<file path="src/rtl/core/lrff_pkg.sv">
package lrff_pkg;

  localparam int MAX_SAMPLES_DEF = 1024;

  localparam int COUNT_W = 16;
  localparam int Z_W     = 31;
  localparam int RES_Z_W = 32;
  localparam int SPAN_W  = 10;
  localparam int DIST_W  = 20;
  localparam int CFG_IDX_W  = 3;
  localparam int CFG_DATA_W = 20;

  localparam int IN_TDATA_W  = 48;
  localparam int OUT_TDATA_W = 136;

  typedef logic signed [Z_W-1:0]     z_t;
  typedef logic signed [RES_Z_W-1:0] res_z_t;

  typedef enum logic [1:0] {
    ST_OK        = 2'd0,
    ST_NO_TOP    = 2'd1,
    ST_NO_BOTTOM = 2'd2,
    ST_MISMATCH  = 2'd3
  } status_t;

  typedef enum logic [CFG_IDX_W-1:0] {
    CFG_COUNT_THRESHOLD = 3'd0,
    CFG_MIN_RUN_SPAN    = 3'd1,
    CFG_LOCK_MODEL      = 3'd2,
    CFG_LAYER_STEP      = 3'd3,
    CFG_BASE_THICKNESS  = 3'd4,
    CFG_THICK_TOL       = 3'd5
  } cfg_idx_t;

endpackage

</file>
<file path="src/rtl/core/layer_run_focus_finder_unit.sv">
// Throughput: one sample per cycle while s_tready is high (back-pressure can stall it);
// samples that are not last produce no result beat. Per-sample run tracking is one
// compare/update step on the sweep registers; the result then passes stage a (sweep snapshot),
// stage b (inner Zs), stage c (outer Zs, thickness difference) and the output register.
// Reset (rst, synchronous) clears the sweep state, the config registers and all valid flags.
// A last sample returns the sweep state to its reset values in the same cycle.
module layer_run_focus_finder_unit
  import lrff_pkg::*;
#(
  parameter int MAX_SAMPLES = MAX_SAMPLES_DEF
) (
  input  logic                   clk,
  input  logic                   rst,
  input  logic                   s_tvalid,
  output logic                   s_tready,
  input  logic [IN_TDATA_W-1:0]  s_tdata,   // [15:0] cluster_count, [46:16] sample_z, pad
  input  logic                   s_tlast,   // last_sample
  output logic                   m_tvalid,
  input  logic                   m_tready,
  output logic [OUT_TDATA_W-1:0] m_tdata,   // [1:0] status, [33:2] top_inner_z,
                                            // [65:34] bottom_inner_z, [97:66] top_outer_z,
                                            // [129:98] bottom_outer_z, pad
  input  logic                   cfg_valid,
  output logic                   cfg_ready,
  input  logic [CFG_IDX_W-1:0]   cfg_index,
  input  logic [CFG_DATA_W-1:0]  cfg_data
);

  localparam int IDX_W   = $clog2(MAX_SAMPLES + 1);
  localparam int START_W = $clog2(MAX_SAMPLES);
  localparam int SPC_W   = (IDX_W > SPAN_W) ? IDX_W : SPAN_W;
  localparam int DIFF_W  = RES_Z_W + 2;

  // config registers
  logic [COUNT_W-1:0] count_threshold;
  logic [SPAN_W-1:0]  min_run_span;
  logic               lock_model;
  logic [DIST_W-1:0]  layer_step;
  logic [DIST_W-1:0]  base_thickness;
  logic [DIST_W-1:0]  thickness_tolerance;

  assign cfg_ready = 1'b1;

  always_ff @(posedge clk) begin
    if (rst) begin
      count_threshold     <= '0;
      min_run_span        <= '0;
      lock_model          <= 1'b0;
      layer_step          <= '0;
      base_thickness      <= '0;
      thickness_tolerance <= '0;
    end else if (cfg_valid) begin
      case (cfg_idx_t'(cfg_index))
        CFG_COUNT_THRESHOLD: count_threshold     <= cfg_data[COUNT_W-1:0];
        CFG_MIN_RUN_SPAN:    min_run_span        <= cfg_data[SPAN_W-1:0];
        CFG_LOCK_MODEL:      lock_model          <= cfg_data[0];
        CFG_LAYER_STEP:      layer_step          <= cfg_data[DIST_W-1:0];
        CFG_BASE_THICKNESS:  base_thickness      <= cfg_data[DIST_W-1:0];
        CFG_THICK_TOL:       thickness_tolerance <= cfg_data[DIST_W-1:0];
        default: ;
      endcase
    end
  end

  // input fields
  logic [COUNT_W-1:0] in_count;
  z_t                 in_z;
  assign in_count = s_tdata[COUNT_W-1:0];
  assign in_z     = z_t'(s_tdata[COUNT_W+Z_W-1:COUNT_W]);

  // pipeline handshake
  logic a_valid, b_valid, c_valid;
  logic out_free, c_free, b_free, a_free, accept;

  assign out_free = !m_tvalid || m_tready;
  assign c_free   = !c_valid || out_free;
  assign b_free   = !b_valid || c_free;
  assign a_free   = !a_valid || b_free;
  assign s_tready = a_free;
  assign accept   = s_tvalid && s_tready;

  // sweep state
  logic [IDX_W-1:0]   sample_index;
  logic               in_run;
  logic [1:0]         runs_found;
  logic [START_W-1:0] run_start_index;
  z_t                 run_start_z;
  z_t                 previous_z;
  z_t                 run_edge_z [4];

  logic             active, below, close_run, open_run, record;
  logic [IDX_W-1:0] span;
  logic [1:0]       runs_next;
  z_t               edge_next [4];

  always_comb begin
    active    = (runs_found < 2'd2) && (sample_index < IDX_W'(MAX_SAMPLES));
    below     = in_count < count_threshold;
    span      = sample_index - IDX_W'(1) - IDX_W'(run_start_index);
    close_run = active && in_run && below;
    open_run  = active && !in_run && !below;
    record    = close_run && (SPC_W'(span) >= SPC_W'(min_run_span));
    runs_next = runs_found + {1'b0, record};
    for (int i = 0; i < 4; i++) begin
      edge_next[i] = run_edge_z[i];
    end
    // only zero or one run is on record while the sweep is active
    if (record) begin
      if (runs_found[0]) begin
        edge_next[2] = run_start_z;
        edge_next[3] = previous_z;
      end else begin
        edge_next[0] = run_start_z;
        edge_next[1] = previous_z;
      end
    end
  end

  always_ff @(posedge clk) begin
    if (rst) begin
      sample_index    <= '0;
      in_run          <= 1'b0;
      runs_found      <= '0;
      run_start_index <= '0;
      run_start_z     <= '0;
      previous_z      <= '0;
      for (int i = 0; i < 4; i++) begin
        run_edge_z[i] <= '0;
      end
    end else if (accept) begin
      if (s_tlast) begin
        sample_index    <= '0;
        in_run          <= 1'b0;
        runs_found      <= '0;
        run_start_index <= '0;
        run_start_z     <= '0;
        previous_z      <= '0;
        for (int i = 0; i < 4; i++) begin
          run_edge_z[i] <= '0;
        end
      end else if (active) begin
        sample_index <= sample_index + IDX_W'(1);
        previous_z   <= in_z;
        runs_found   <= runs_next;
        for (int i = 0; i < 4; i++) begin
          run_edge_z[i] <= edge_next[i];
        end
        if (close_run) begin
          in_run <= 1'b0;
        end else if (open_run) begin
          in_run          <= 1'b1;
          run_start_index <= sample_index[START_W-1:0];
          run_start_z     <= in_z;
        end
      end
    end
  end

  // stage a: sweep snapshot on a last sample
  logic [1:0] a_runs;
  z_t         a_edge [4];

  always_ff @(posedge clk) begin
    if (rst) begin
      a_valid <= 1'b0;
    end else if (a_free) begin
      a_valid <= accept && s_tlast;
    end
  end

  always_ff @(posedge clk) begin
    if (accept && s_tlast) begin
      a_runs <= active ? runs_next : runs_found;
      for (int i = 0; i < 4; i++) begin
        a_edge[i] <= active ? edge_next[i] : run_edge_z[i];
      end
    end
  end

  // stage b: inner Zs
  logic signed [RES_Z_W:0] top_sum, bot_sum;
  res_z_t                  top_inner, bot_inner;
  logic                    b_two;
  status_t                 b_status;
  res_z_t                  b_ti, b_bi;

  always_comb begin
    top_sum = {{2{a_edge[1][Z_W-1]}}, a_edge[1]} + {{2{a_edge[0][Z_W-1]}}, a_edge[0]}
            - $signed({{(RES_Z_W+1-DIST_W){1'b0}}, layer_step});
    bot_sum = {{2{a_edge[3][Z_W-1]}}, a_edge[3]} + {{2{a_edge[2][Z_W-1]}}, a_edge[2]}
            + $signed({{(RES_Z_W+1-DIST_W){1'b0}}, layer_step});
    if (lock_model) begin
      // floor halving: drop the low bit of the two's complement sum
      top_inner = top_sum[RES_Z_W:1];
      bot_inner = bot_sum[RES_Z_W:1];
    end else begin
      top_inner = {a_edge[1][Z_W-1], a_edge[1]};
      bot_inner = {a_edge[2][Z_W-1], a_edge[2]};
    end
  end

  always_ff @(posedge clk) begin
    if (rst) begin
      b_valid <= 1'b0;
    end else if (b_free) begin
      b_valid <= a_valid;
    end
  end

  always_ff @(posedge clk) begin
    if (b_free && a_valid) begin
      b_two <= a_runs[1];
      case (a_runs)
        2'd0:    b_status <= ST_NO_TOP;
        2'd1:    b_status <= ST_NO_BOTTOM;
        default: b_status <= ST_OK;
      endcase
      b_ti <= a_runs[1] ? top_inner : '0;
      b_bi <= a_runs[1] ? bot_inner : '0;
    end
  end

  // stage c: outer Zs and thickness difference
  logic                     c_two;
  status_t                  c_status;
  res_z_t                   c_ti, c_bi, c_to, c_bo;
  logic signed [DIFF_W-1:0] c_diff;
  logic signed [DIFF_W-1:0] step_ext;

  assign step_ext = $signed({{(DIFF_W-DIST_W){1'b0}}, layer_step});

  always_ff @(posedge clk) begin
    if (rst) begin
      c_valid <= 1'b0;
    end else if (c_free) begin
      c_valid <= b_valid;
    end
  end

  always_ff @(posedge clk) begin
    if (c_free && b_valid) begin
      c_two    <= b_two;
      c_status <= b_status;
      c_ti     <= b_ti;
      c_bi     <= b_bi;
      c_to     <= b_two ? res_z_t'(b_ti + res_z_t'(step_ext)) : '0;
      c_bo     <= b_two ? res_z_t'(b_bi - res_z_t'(step_ext)) : '0;
      c_diff   <= {{2{b_ti[RES_Z_W-1]}}, b_ti} - {{2{b_bi[RES_Z_W-1]}}, b_bi}
                - $signed({{(DIFF_W-DIST_W){1'b0}}, base_thickness});
    end
  end

  // output register
  logic signed [DIFF_W-1:0] tol_ext;
  logic                     in_tol;
  status_t                  out_status;
  res_z_t                   out_ti, out_bi, out_to, out_bo;

  assign tol_ext = $signed({{(DIFF_W-DIST_W){1'b0}}, thickness_tolerance});
  assign in_tol  = (c_diff <= tol_ext) && (c_diff >= -tol_ext);

  always_ff @(posedge clk) begin
    if (rst) begin
      m_tvalid <= 1'b0;
    end else if (out_free) begin
      m_tvalid <= c_valid;
    end
  end

  always_ff @(posedge clk) begin
    if (out_free && c_valid) begin
      out_status <= c_two ? (in_tol ? ST_OK : ST_MISMATCH) : c_status;
      out_ti     <= c_ti;
      out_bi     <= c_bi;
      out_to     <= c_to;
      out_bo     <= c_bo;
    end
  end

  assign m_tdata = {6'b0, out_bo, out_to, out_bi, out_ti, out_status};

  // checks
  a_runs_bound: assert property (@(posedge clk) disable iff (rst)
    runs_found <= 2'd2)
    else $error("more than two runs on record");

  a_index_bound: assert property (@(posedge clk) disable iff (rst)
    sample_index <= IDX_W'(MAX_SAMPLES))
    else $error("sample index past sweep limit");

  a_run_order: assert property (@(posedge clk) disable iff (rst)
    in_run |-> (IDX_W'(run_start_index) < sample_index))
    else $error("open run starts at or after current sample");

  a_sweep_clear: assert property (@(posedge clk) disable iff (rst)
    (accept && s_tlast) |=> (sample_index == '0 && runs_found == 2'd0 && !in_run && a_valid))
    else $error("last sample did not close the sweep");

endmodule
</file>
<file path="config.mk">
export PLATFORM = sky130hd
export DESIGN_NAME = layer_run_focus_finder_unit
export DESIGN_NICKNAME = d
export VERILOG_FILES = /design/src/rtl/core/lrff_pkg.sv /design/src/rtl/core/layer_run_focus_finder_unit.sv
export SDC_FILE = /design/constraint.sdc
export NUM_CORES = 2
export LEC_CHECK = 0
export ABC_CLOCK_PERIOD_IN_PS = 19600
export CAP_MARGIN = 5
export CORE_ASPECT_RATIO = 0.9
export CORE_UTILIZATION = 25
export CTS_CLUSTER_DIAMETER = 40
export DETAILED_ROUTE_END_ITERATION = 8
export DONT_BUFFER_PORTS = 1
export GPL_TIMING_DRIVEN = 0
export PLACE_DENSITY = 0.39
export SLEW_MARGIN = 10
export SYNTH_ARGS = -nofsm -noshare
export SYNTH_HDL_FRONTEND = slang
export SYNTH_SLANG_ARGS = --single-unit
</file>
<file path="constraint.sdc">
create_clock -name clk -period 19.6 [get_ports clk]
set_clock_uncertainty 0.05 [all_clocks]
set_input_delay 0 -clock clk [delete_from_list [all_inputs] [get_ports clk]]
set_output_delay 0 -clock clk [all_outputs]
set_load 0.05 [all_outputs]
</file>
==> metrics.txt <==
status=complete, but fails checks; failing checks=design-rule violations; combinational power share=9.0%; vias in the first global route=27280; Switching Fraction=24.75%; hold path depth=3; post-synthesis sequential area ratio=54.10%; WP data required=20200 ps; CTS tree=done; routed len/inst=20.84 um; Worst-Margin Slew=1254 ps; core area=158000 um^2; Setup CP Type=reg -> reg; drt drc=20; fmax=179.6 MHz; Worst setup EP type=flop; VDD IR max=0.08510 mV; Main synth FF type=edfxtp_1; unrepaired setup endpoints after global routing=no; layout cells sized above 1=11.26%; htree depth=4; Clock Pin Slew Worst Setup and Hold Paths=50 ps; Top Registers=a_edge: 124 flops, run_edge_z: 124 flops, c_diff: 34 flops; first-pass GRT wire length=181.8 mm; pre-CTS setup slack=13950 ps; port bufs=0; Most common cell on crit path=dlygate4sd3_1; Slew Viols, Final=0; Hold Path Origin=rst; Clock Tree Buf Depth=3; gr ovfl total=0; CP max-delay cell=nor4_2; Initial DRC Count=1384; Area Growth Syn to Fin=24.51%; WP buf/inv=5; Nets=4133; row count=138; Total Wirelength=124.1 mm; Leak=19.13 nW; Final Hold Viols=0; Post-DP HPWL=97.40 mm; gpl congestion=0.8441; CTS Buf Count=148; Initial Util=25.29%; startpoint types=flop; internal power=3.687 mW; vias=26280; max cap viols=0; 1st-pass router iterations=9; post-layout worst setup margin=14030 ps; I/O Pins=216; final worst path period need=5569 ps; R2R Setup Slk=14030 ps; post-route antenna net violation count=0; initial antenna violation count=4; #FFs+latches synth=789; Die Height=381.2 um; Worst path max stage delay=980 ps; number of enable flip-flop cells after synthesis=581; period utilization=28.41%; hold_buf cts=166; pin count of the biggest net entering global routing=83; CP top delay family=buffers and inverters; Worst-Skew Late Latency=760 ps; Worst Path Arrival=6170 ps; Rel. slew slack=15.68%; Flop pwr share=38.5%; Cells after Synth=3390; Synth async-reset ratio=0%; total track usage=15.33%; Synthesis Warnings=0; setup TNS=0 ps; vias per cell=4.411; Cell variety after synth=80; root buffer cell=clkbuf_16; reg2reg start=count_threshold[13]; die footprint=161400 um^2; syn_area_per_cell=11.78 um^2; Worst Hold End=thickness_tolerance[6]; cells along the critical path=inv_1 > ha_1 > nand4_1 > nor2_1 > a21oi_1 > dlygate4sd3_1 > o211ai_1 > dlygate4sd3_1 > a31oi_1 > nor4_2 > o22ai_1 > clkbuf_1 > a32o_1 > dlygate4sd3_1; post_cts resized=0; Die Span X=423.4 um; P_sw=1.213 mW; Reg-to-Reg End=run_start_z[28]; buffer count from post-CTS setup fixing=0; # setup viols final=0; # clock sinks=789; Hold Crit Class=in -> reg; PwrDens=98.50 nW/um^2; CP Max Fanout=10; FF-to-FF path depth=14; clock network power share=52.4%; mapped cell area=39950 um^2
-- per-stage QoR --
stage | total power, mW | hold slack, ps | instances | cell area [um^2] | utilization [%]
2_1_floorplan | 2.211 | 75.69 | 3395 | 39970 | -
3_3_place_gp | 2.340 | 76.47 | 5495 | 42600 | 26.96
3_5_place_dp | 2.335 | 79.26 | 5513 | 43030 | 27.24
4_1_cts | 4.972 | 4.196 | 5954 | 49730 | 31.48
5_1_grt | 5.093 | 77.39 | 5954 | 49740 | 31.48
6_report | 4.900 | 38.89 | 5957 | 49740 | 31.48
-- synthesized netlist by cell type (5+ instances only) --
cell / n / share of area (%)
nand3b_1: 5 / 0.094
a21oi_1: 207 / 2.6
a211o_1: 6 / 0.13
buf_2: 5 / 0.063
xor2_1: 40 / 0.88
a22o_1: 75 / 1.6
nand3_1: 42 / 0.53
mux2i_1: 40 / 1.0
o31a_1: 5 / 0.11
o21bai_1: 18 / 0.34
buf_4: 12 / 0.23
nor2_1: 187 / 1.8
nand4_1: 28 / 0.44
inv_1: 321 / 3.0
o31ai_1: 13 / 0.24
dfxtp_1: 208 / 10
edfxtp_1: 581 / 44
or3_1: 22 / 0.34
nand2_1: 275 / 2.6
a21o_1: 88 / 1.7
o21ai_0: 108 / 1.4
o2111ai_1: 5 / 0.11
and3_1: 21 / 0.33
buf_12: 6 / 0.30
a32o_1: 32 / 0.80
xnor2_1: 92 / 2.0
a211oi_1: 22 / 0.41
nor2b_1: 32 / 0.50
nor4_1: 12 / 0.19
o21a_1: 35 / 0.66
clkbuf_1: 86 / 0.81
a21boi_0: 9 / 0.17
nor3_1: 34 / 0.43
ha_1: 264 / 8.3
or2_2: 6 / 0.094
mux2_4: 60 / 2.3
and2_1: 128 / 2.0
nor3b_1: 12 / 0.23
fa_1: 63 / 3.2
mux2_2: 66 / 1.9
o211ai_1: 9 / 0.17
nand2b_1: 24 / 0.38
a31oi_1: 20 / 0.31
-- how the worst max path moves through the flow --
stage,start,endpoint,slack (ps),cells after the start
final,count_threshold[13],run_start_z[28],14030,14
after global routing,count_threshold[13],run_start_z[28],13690,14
after CTS,sample_index[0],run_edge_z[2][20],13930,18
after detailed placement,sample_index[0],run_edge_z[2][20],13950,18
after global placement,m_tvalid,c_ti[27],-2210,2
after floorplan,m_tvalid,c_bi[0],5990,2
-- cells by family after synthesis --
kind of cell / count (synthesis) / synth area share (%)
other cells: 2 / 0.01880
mux: 166 / 5.118
compound gates: 698 / 11.79
simple gates: 841 / 10.19
xor+xnor: 132 / 2.894
flops: 789 / 54.10
fa+ha+maj: 327 / 11.43
buf+inv: 435 / 4.479
-- layer usage --
| layer | vias up | routed length, um | GRT usage [%] |
|---|---|---|---|
| li1 | 12940 | - | - |
| met1 | 12670 | 57410 | 19.95 |
| met2 | 483 | 58760 | 25.36 |
| met3 | 191 | 4268 | 2.735 |
| met4 | 0 | 3705 | 5.482 |
| met5 | - | 0 | 0 |
-- power groups by stage --
| stage | combinational (mW) | sequential (mW) | clock (mW) |
|---|---|---|---|
| after floorplan | 0.307 | 1.90 | 0 |
| after global placement | 0.408 | 1.93 | 0 |
| after detailed placement | 0.414 | 1.92 | 0 |
| after CTS | 0.449 | 1.89 | 2.63 |
| after global routing | 0.497 | 1.89 | 2.70 |
| final | 0.443 | 1.89 | 2.57 |
-- layout make-up --
class | instances | area, um^2
antenna | 3 | 7.507
buffer | 113 | 580.6
clock buffer | 175 | 3983
clock inverter | 100 | 1056
fill | 16000 | 108200
inverter | 322 | 1216
multi-input combinational | 2171 | 16600
sequential | 789 | 21610
tap | 2100 | 2628
timing repair buffer | 184 | 2059
-- worst register-to-register path, stage by stage, from the launching register on --
cell and delay (ps):
dfxtp_1 350, inv_1 80, ha_1 300, nand4_1 120, nor2_1 220, a21oi_1 90, dlygate4sd3_1 560, o211ai_1 140
dlygate4sd3_1 610, a31oi_1 100, nor4_2 980, o22ai_1 630, clkbuf_1 420, a32o_1 280, dlygate4sd3_1 540
-- cells in the final DEF (no fill, tap or decap), types with 20 or more instances in the layout --
master         count
nand4_1           28
dlygate4sd3_1    166
nor2b_1           30
xor2_1            40
nor3_1            34
mux2_4            60
a31oi_1           20
o21ai_0          108
edfxtp_1         581
inv_6             20
a22o_1            75
nand2b_1          24
a21o_1            88
or3_1             22
mux2_2            66
and2_1           128
dfxtp_1          208
a211oi_1          22
inv_1            318
fa_1              63
mux2i_1           40
a32o_1            32
nor2_1           186
nand3_1           42
and3_1            21
xnor2_1           92
clkbuf_1         102
nand2_1          275
ha_1             264
a21oi_1          207
clkbuf_16        154
o21a_1            35
(Power assumes the default switching activity.)
